--- src/rtl/core/lsei_pkg.sv ---
// shared types and constants for the line / screen edge crossing core
// no dependencies
package lsei_pkg;

  localparam int SIZE_BITS    = 12;
  localparam int POS_BITS     = 16;
  localparam int NUM_EDGES    = 4;
  localparam int FRONT_STAGES = 4;

  localparam int EDGE_LEFT   = 0;
  localparam int EDGE_RIGHT  = 1;
  localparam int EDGE_TOP    = 2;
  localparam int EDGE_BOTTOM = 3;

  localparam logic [SIZE_BITS-1:0] WIDTH_RESET  = 12'd1024;
  localparam logic [SIZE_BITS-1:0] HEIGHT_RESET = 12'd768;
  localparam logic [POS_BITS-1:0]  POS_MAX      = 16'hFFFF;

  typedef enum logic [0:0] {
    CFG_WIDTH  = 1'b0,
    CFG_HEIGHT = 1'b1
  } cfg_idx_e;

endpackage

--- src/rtl/core/lsei_div.sv ---
// pipelined restoring divider, one quotient bit per register stage
// quotient is known to fit SIZE_BITS+FRAC_BITS bits, depends on lsei_pkg
module lsei_div #(
  parameter int COORD_BITS = 16,
  parameter int FRAC_BITS  = 4
) (
  input  logic                                               clk_i,
  input  logic [lsei_pkg::SIZE_BITS+FRAC_BITS-1:0]           en_i,
  input  logic                                               hit_i,
  input  logic [lsei_pkg::SIZE_BITS+COORD_BITS+FRAC_BITS:0]  num_i,
  input  logic [COORD_BITS:0]                                div_i,
  output logic                                               hit_o,
  output logic [lsei_pkg::SIZE_BITS+FRAC_BITS-1:0]           quot_o
);
  import lsei_pkg::*;

  localparam int QB  = SIZE_BITS + FRAC_BITS;
  localparam int RW  = COORD_BITS + 1;
  localparam int NNW = SIZE_BITS + COORD_BITS + FRAC_BITS + 1;

  logic [RW-1:0] r_q [QB-1];
  logic [RW-1:0] d_q [QB-1];
  logic [QB-1:0] s_q [QB];
  logic          h_q [QB];

  for (genvar k = 0; k < QB; k++) begin : g_stage
    logic [RW-1:0] r_in, d_in;
    logic [QB-1:0] s_in;
    logic          h_in;
    logic [RW:0]   r_sh;
    logic          ge;

    if (k == 0) begin : g_first
      assign r_in = num_i[NNW-1:QB];
      assign s_in = num_i[QB-1:0];
      assign d_in = div_i;
      assign h_in = hit_i;
    end else begin : g_next
      assign r_in = r_q[k-1];
      assign s_in = s_q[k-1];
      assign d_in = d_q[k-1];
      assign h_in = h_q[k-1];
    end

    assign r_sh = {r_in, s_in[QB-1]};
    assign ge   = r_sh >= {1'b0, d_in};

    always_ff @(posedge clk_i) begin
      if (en_i[k]) begin
        s_q[k] <= {s_in[QB-2:0], ge};
        h_q[k] <= h_in;
      end
    end

    if (k < QB - 1) begin : g_rem
      logic [RW-1:0] r_d;
      assign r_d = ge ? RW'(r_sh - {1'b0, d_in}) : r_sh[RW-1:0];

      always_ff @(posedge clk_i) begin
        if (en_i[k]) begin
          r_q[k] <= r_d;
          d_q[k] <= d_in;
        end
      end
    end
  end

  assign quot_o = s_q[QB-1];
  assign hit_o  = h_q[QB-1];

endmodule

--- config.mk ---
export PLATFORM = sky130hd
export DESIGN_NAME = lsei_div
export DESIGN_NICKNAME = d
export VERILOG_FILES = /design/src/rtl/core/lsei_pkg.sv /design/src/rtl/core/lsei_div.sv
export SDC_FILE = /design/constraint.sdc
export NUM_CORES = 1
export LEC_CHECK = 0
export ABC_AREA = 1
export BUFFER_PORTS_ARGS = -buffer_cell sky130_fd_sc_hd__clkbuf_2
export CAP_MARGIN = 10
export CORE_MARGIN = 5
export CORE_UTILIZATION = 50
export DETAILED_ROUTE_END_ITERATION = 12
export PLACE_DENSITY = 0.74
export SYNTH_ARGS = -nofsm -noshare
export SYNTH_HDL_FRONTEND = slang
export SYNTH_SLANG_ARGS = --single-unit
export TNS_END_PERCENT = 1
--- constraint.sdc ---
create_clock -name clk_i -period 4.2 [get_ports clk_i]
set_clock_uncertainty 0.2 [all_clocks]
set_input_delay 0.63 -clock clk_i [delete_from_list [all_inputs] [get_ports clk_i]]
set_output_delay 0.63 -clock clk_i [all_outputs]
set_load 0.05 [all_outputs]
Yosys cells after proc, flatten, opt, wreduce, memory -nomap -nowiden --
Memory sizes are Yosys's and may differ from the RTL's. Index checks and enable logic that the tools add are counted.
Word-level totals: flip-flop bits (word level) 0, latch bits 0, RAM bits 782, ROM bits 0, output and inout bits 17, word-level logic and storage cells 82, memories kept 4
Memories:
- s_q | depth 16, bits a word 16, read ports 16, clocked after memory_dff 0, write ports 16, RTL line lsei_div.sv:23 | logic [QB-1:0] s_q [QB];
- d_q | depth 15, bits a word 17, read ports 15, clocked after memory_dff 0, write ports 15, RTL line lsei_div.sv:22 | logic [RW-1:0] d_q [QB-1];
- r_q | depth 15, bits a word 17, read ports 15, clocked after memory_dff 0, write ports 15, RTL line lsei_div.sv:21 | logic [RW-1:0] r_q [QB-1];
- h_q | depth 16, bits a word 1, read ports 16, clocked after memory_dff 0, write ports 16, RTL line lsei_div.sv:24 | logic h_q [QB];
Operators by class: add/sub/neg operators 15, multiply operators 0, divide/modulo/power cells 0, $lt $le $gt $ge 16, eq/ne operators 0, shift operators 0, multiplexer cells 47, bitwise logic cells 0, reductions and logical operators 0
Operator list (number):
- 18-bit by 17-bit greater-or-equal comparator with 1-bit output | 16
- 17-bit two-way mux | 15
- 17-bit subtractor | 15
- 1-bit two-way mux | 32

Depth between registers and ports, before layout --
depth in word-level cells 2, depth in mapped cells 15, mapped depth without buffers 14

Least setup slack after synthesis --
No wires, ideal clock.
path kind input -> register, start point in num_i[15] (netlist bit), end point mem r_q[0][2] (netlist bit) (data pin), arrival 2.071 ns, required time 3.748 ns, path slack 1.676 ns, stages 15, buffers on the path 1, path through inv_1 -> ha_1 -> inv_1 -> fa_1 -> nand2_1 -> nand2_1 -> nand3_1 -> nand2_2 -> nand2_1 -> nand2_2 -> nand2_4 -> nand2_4 -> buf_6 -> nand2_1 -> nand2_1
RTL lines:
- start, declared | RTL line lsei_div.sv:10 | input logic [lsei_pkg::SIZE_BITS+COORD_BITS+FRAC_BITS:0] num_i,
- end, declared | RTL line lsei_div.sv:21

==> reports/results.tsv <==
stage	metric	value	unit
synth	synthesis.area_per_instance	8.69	um^2
setup_path	critPathSlowestCell	fa_1	
floorplan	overall_die_area	97300	um^2
setup_path	cell_type_with_the_highest_occurrence_count_on_the_critical_path	nand2_1	
global_route	grt_first_pass_wirelength	167	mm
pwr	power_density	679	nW/um^2
sta	unrepaired_setup_endpoints_after_global_routing	false	
pwr	power.switching_fraction	40.6	%
setup_path	cp_cell_sequence	inv_1 > ha_1 > inv_1 > fa_1 > nand2_1 > nand2_1 > nand3_1 > nand2_2 > nand2_1 > nand2_2 > nand2_4 > nand2_4 > nand2_1 > nand2_1	
drt	drc	0	
final_layout	synthToLayoutAreaGrowth	10.3	%
floorplan	io-pin-count	85	
global_route	globalRoute.totalOverflow	0	
cts	max-clock-path-buffers	3	
floorplan	design.core.area	90300	um^2
synth	yosys.cell_types.count	36	
pwr	switchingPower	13.9	mW
floorplan	placementRows	110	
pwr	power.internal	20.3	mW
final_layout	layout.filler_cells	7986	
run	max_cap_violations	0	
setup_path	critical_path.startpoint_type	register	
placement	io_buffers	84	
floorplan	chipWidth	312	um
final_layout	finalInstanceArea	50300	um^2
sta	final.period_utilization	67.4	%
setup_path	worst-endpoint-arrival	3.03	ns
setup_path	worst-setup-path-type	register to register	
placement	post_dp_cell_area	47200	um^2
min_path	worstHoldPathType	input pin to register	
setup_path	worst-path-max-fanout	18	
final_layout	fraction_of_final_layout_cells_with_drive_strength_greater_than_1	7.37	%
cts	cts_h_tree_lvls	3	
cts	clock_insertion_delay_worst_skew	0.66	ns
pwr	power_frac_seq	35.6	%
sta	timing_limited_maximum_frequency	0.353	GHz
cts	postCtsSetupRepairBufs	0	
drt	vias	33700	
synth	synth_nets	5603	
floorplan	initial_utilization	50.5	%
final_layout	insertedDiodeCount	0	
cts	clkSinkCount	782	
pwr	peak_supply_drop	0.350	mV
placement	dp_hpwl	79.9	mm
synth	seq_area_frac_synth	51.5	%
placement	place_congestion	0.915	
drt	post_drt_wl_per_cell	15.6	um
sta	timing.setup.tns	0	ns
global_route	grt_max_degree	52	
pwr	combPwrFrac	42.6	%
sta	timing.final.max_slew_violations	0	
synth	mappedNetlistArea	45600	um^2
cts	cts.repair.resized	0	
final_layout	design.final.nets	5770	
synth	synthesis.instances	5248	
cts	clk_pin_slew	0.06	ns
pwr	power.clock.fraction	21.7	%
drt	viasPerCell	5.06	
global_route	first_global_vias	32300	
drt	route.final.wire_length	104	mm
sta	timing.final.crit_period	2.83	ns
global_route	all_layer_gr_usage	21.2	%
drt	drt_pass1_iterations	6	
cts	cts_tree	built	
sta	setup_viol	0	
synth	ys_seq_elements	782	
drt	drt.antenna.violating_nets	0	
drt	dr.first_iter.drc_count	2610	
cts	cts_buffers	83	
sta	slew_headroom	28.9	%
global_route	antenna_found_initial	2	
synth	yosysWarningCount	0	
final_layout	regArea	23500	um^2
sta	max_slew.worst_pin.slew	1.07	ns
floorplan	die_h	312	um
pwr	total_leakage_power	25.3	nW
setup_path	slowest_delay	0.43	ns
sta	timing.final.hold_violations	0	
status	outcome	finished clean	
setup_path	cp-end-kind	register	
setup_path	worst_ep_required_time	4.40	ns
final_layout	multi_input_comb_area	17800	um^2
cts	clk_root_buffer_cell	clkbuf_16	
critical path, delay by kind of cell (launching register included):
| family | cells | cell delay, ns |
|---|---|---|
| buffers and inverters | 2 | 0.14 |
| adders and majority gates | 2 | 0.56 |
| and+or+nand+nor | 10 | 1.25 |
| DFF | 1 | 0.39 |
sequential cells by signal (all words and copies together) (netlist names):
register	flops
s_q	256
d_q	255
r_q	255
h_q	16
cell families (layout without fill, tap and decap cells):
kind of cell / after synthesis / count (layout) / synth area share (%)
XOR/XNOR: 105 / 105 / 2.02
AND/OR/NAND/NOR: 2822 / 2822 / 26.9
adder cells (fa/ha/maj): 287 / 287 / 8.13
buffers and inverters: 1088 / 1322 / 9.49
AO/OA/AOI/OAI: 164 / 164 / 1.95
flip-flops: 782 / 782 / 51.5
stage by stage:
step | hold WS [ns] | instances | setup slack [ns] | power, mW | utilization [%]
after floorplan | 0.200 | 5248 | 1.68 | 23.1 | -
after detailed placement | 0.205 | 6473 | 1.31 | 26.6 | 52.2
after CTS | 0.0901 | 6658 | 1.39 | 34.2 | 55.7
after global routing | 0.129 | 6658 | 1.17 | 36.9 | 55.7
after global placement | 0.201 | 6473 | 1.36 | 26.3 | 52.2
final | 0.134 | 6658 | 1.37 | 34.1 | 55.7
cell type report:
| class | instances | area share [%] |
|---|---|---|
| multi-input cells | 3378 | 35.3 |
| clock inverters | 51 | 1.23 |
| well taps | 1176 | 2.93 |
| clock buffers | 101 | 4.31 |
| repair buffers | 134 | 1.75 |
| inverters | 1036 | 7.73 |
| flip-flops and latches | 782 | 46.7 |
path summary, 6_finish.rpt:
kind                    from          end  slack, ns  cells after the start
setup / recovery  s_q[0][47]   r_q[0][63]       1.37                     14
hold / removal     num_i[15]    r_q[0][0]       0.13                      3
setup reg to reg  s_q[0][47]   r_q[0][63]       1.37                     14
hold reg to reg   s_q[1][99]  s_q[1][116]       0.21                      0
routing by layer:
metal	GRT usage (%)	up-vias	share of wire [%]
li1	-	17000	-
met1	28.2	15500	44
met2	36.2	984	48
met3	2.86	203	5.6
met4	6.78	0	2.9
met5	0	-	0
cell usage after synthesis:
| cell type | n | share of area (%) |
|---|---|---|
| o21a_1 | 6 | 0.099 |
| and3_1 | 14 | 0.19 |
| and2_1 | 22 | 0.30 |
| o21ai_2 | 7 | 0.13 |
| o21bai_1 | 1 | 0.016 |
| nor4_1 | 1 | 0.014 |
| ha_1 | 272 | 7.5 |
| xor2_1 | 91 | 1.7 |
| nor3_1 | 18 | 0.20 |
| o21ai_1 | 1 | 0.011 |
| nand3b_1 | 14 | 0.23 |
| o21ai_0 | 2 | 0.022 |
| nor4_4 | 14 | 0.65 |
| nor2_1 | 178 | 1.5 |
| inv_1 | 1024 | 8.4 |
| nand2_4 | 29 | 0.72 |
| or2_0 | 6 | 0.082 |
| a21oi_1 | 140 | 1.5 |
| xnor2_1 | 14 | 0.27 |
| fa_1 | 15 | 0.66 |
| nand4_1 | 28 | 0.38 |
| nand2_2 | 78 | 1.1 |
| buf_6 | 13 | 0.32 |
| nand2_1 | 1929 | 16 |
| inv_2 | 12 | 0.099 |
| edfxtp_1 | 782 | 52 |
| o31ai_1 | 1 | 0.016 |
| buf_2 | 10 | 0.11 |
| buf_12 | 2 | 0.088 |
| nand3_1 | 443 | 4.9 |
| a21oi_2 | 6 | 0.12 |
| nor3_4 | 1 | 0.036 |
| or2_1 | 14 | 0.19 |
| buf_4 | 27 | 0.44 |
| nor2_4 | 14 | 0.35 |
| nor2_2 | 19 | 0.26 |
power by group through the flow:
stage          logic (mW)  registers (mW)  clock network [mW]
4_1_cts              14.4            12.2                7.59
3_5_place_dp         14.3            12.3                   0
3_3_place_gp         14.0            12.3                   0
2_1_floorplan        11.4            11.7                   0
5_1_grt              16.7            12.3                7.96
6_report             14.6            12.2                7.41
layout by cell type (no fill, tap or decap), types with 11 or more instances in the layout:
cell type	count
a21oi_1	140
and2_1	22
and3_1	14
buf_4	17
clkbuf_1	17
clkbuf_16	84
clkbuf_2	84
clkinv_1	12
clkinv_2	11
dlygate4sd3_1	33
edfxtp_1	782
fa_1	15
ha_1	272
inv_1	1024
inv_2	12
nand2_1	1929
nand2_2	78
nand2_4	29
nand3_1	443
nand3b_1	14
nand4_1	28
nor2_1	178
nor2_2	19
nor2_4	14
nor3_1	18
nor4_4	14
or2_1	14
xnor2_1	14
xor2_1	91
timing repair:
item | CTS | global route
hold endpoints to repair | 33 | 0
setup endpoints to repair | 0 | 0
hold buffers | 33 | 0
No activity file was read; power rests on OpenSTA's default activity.
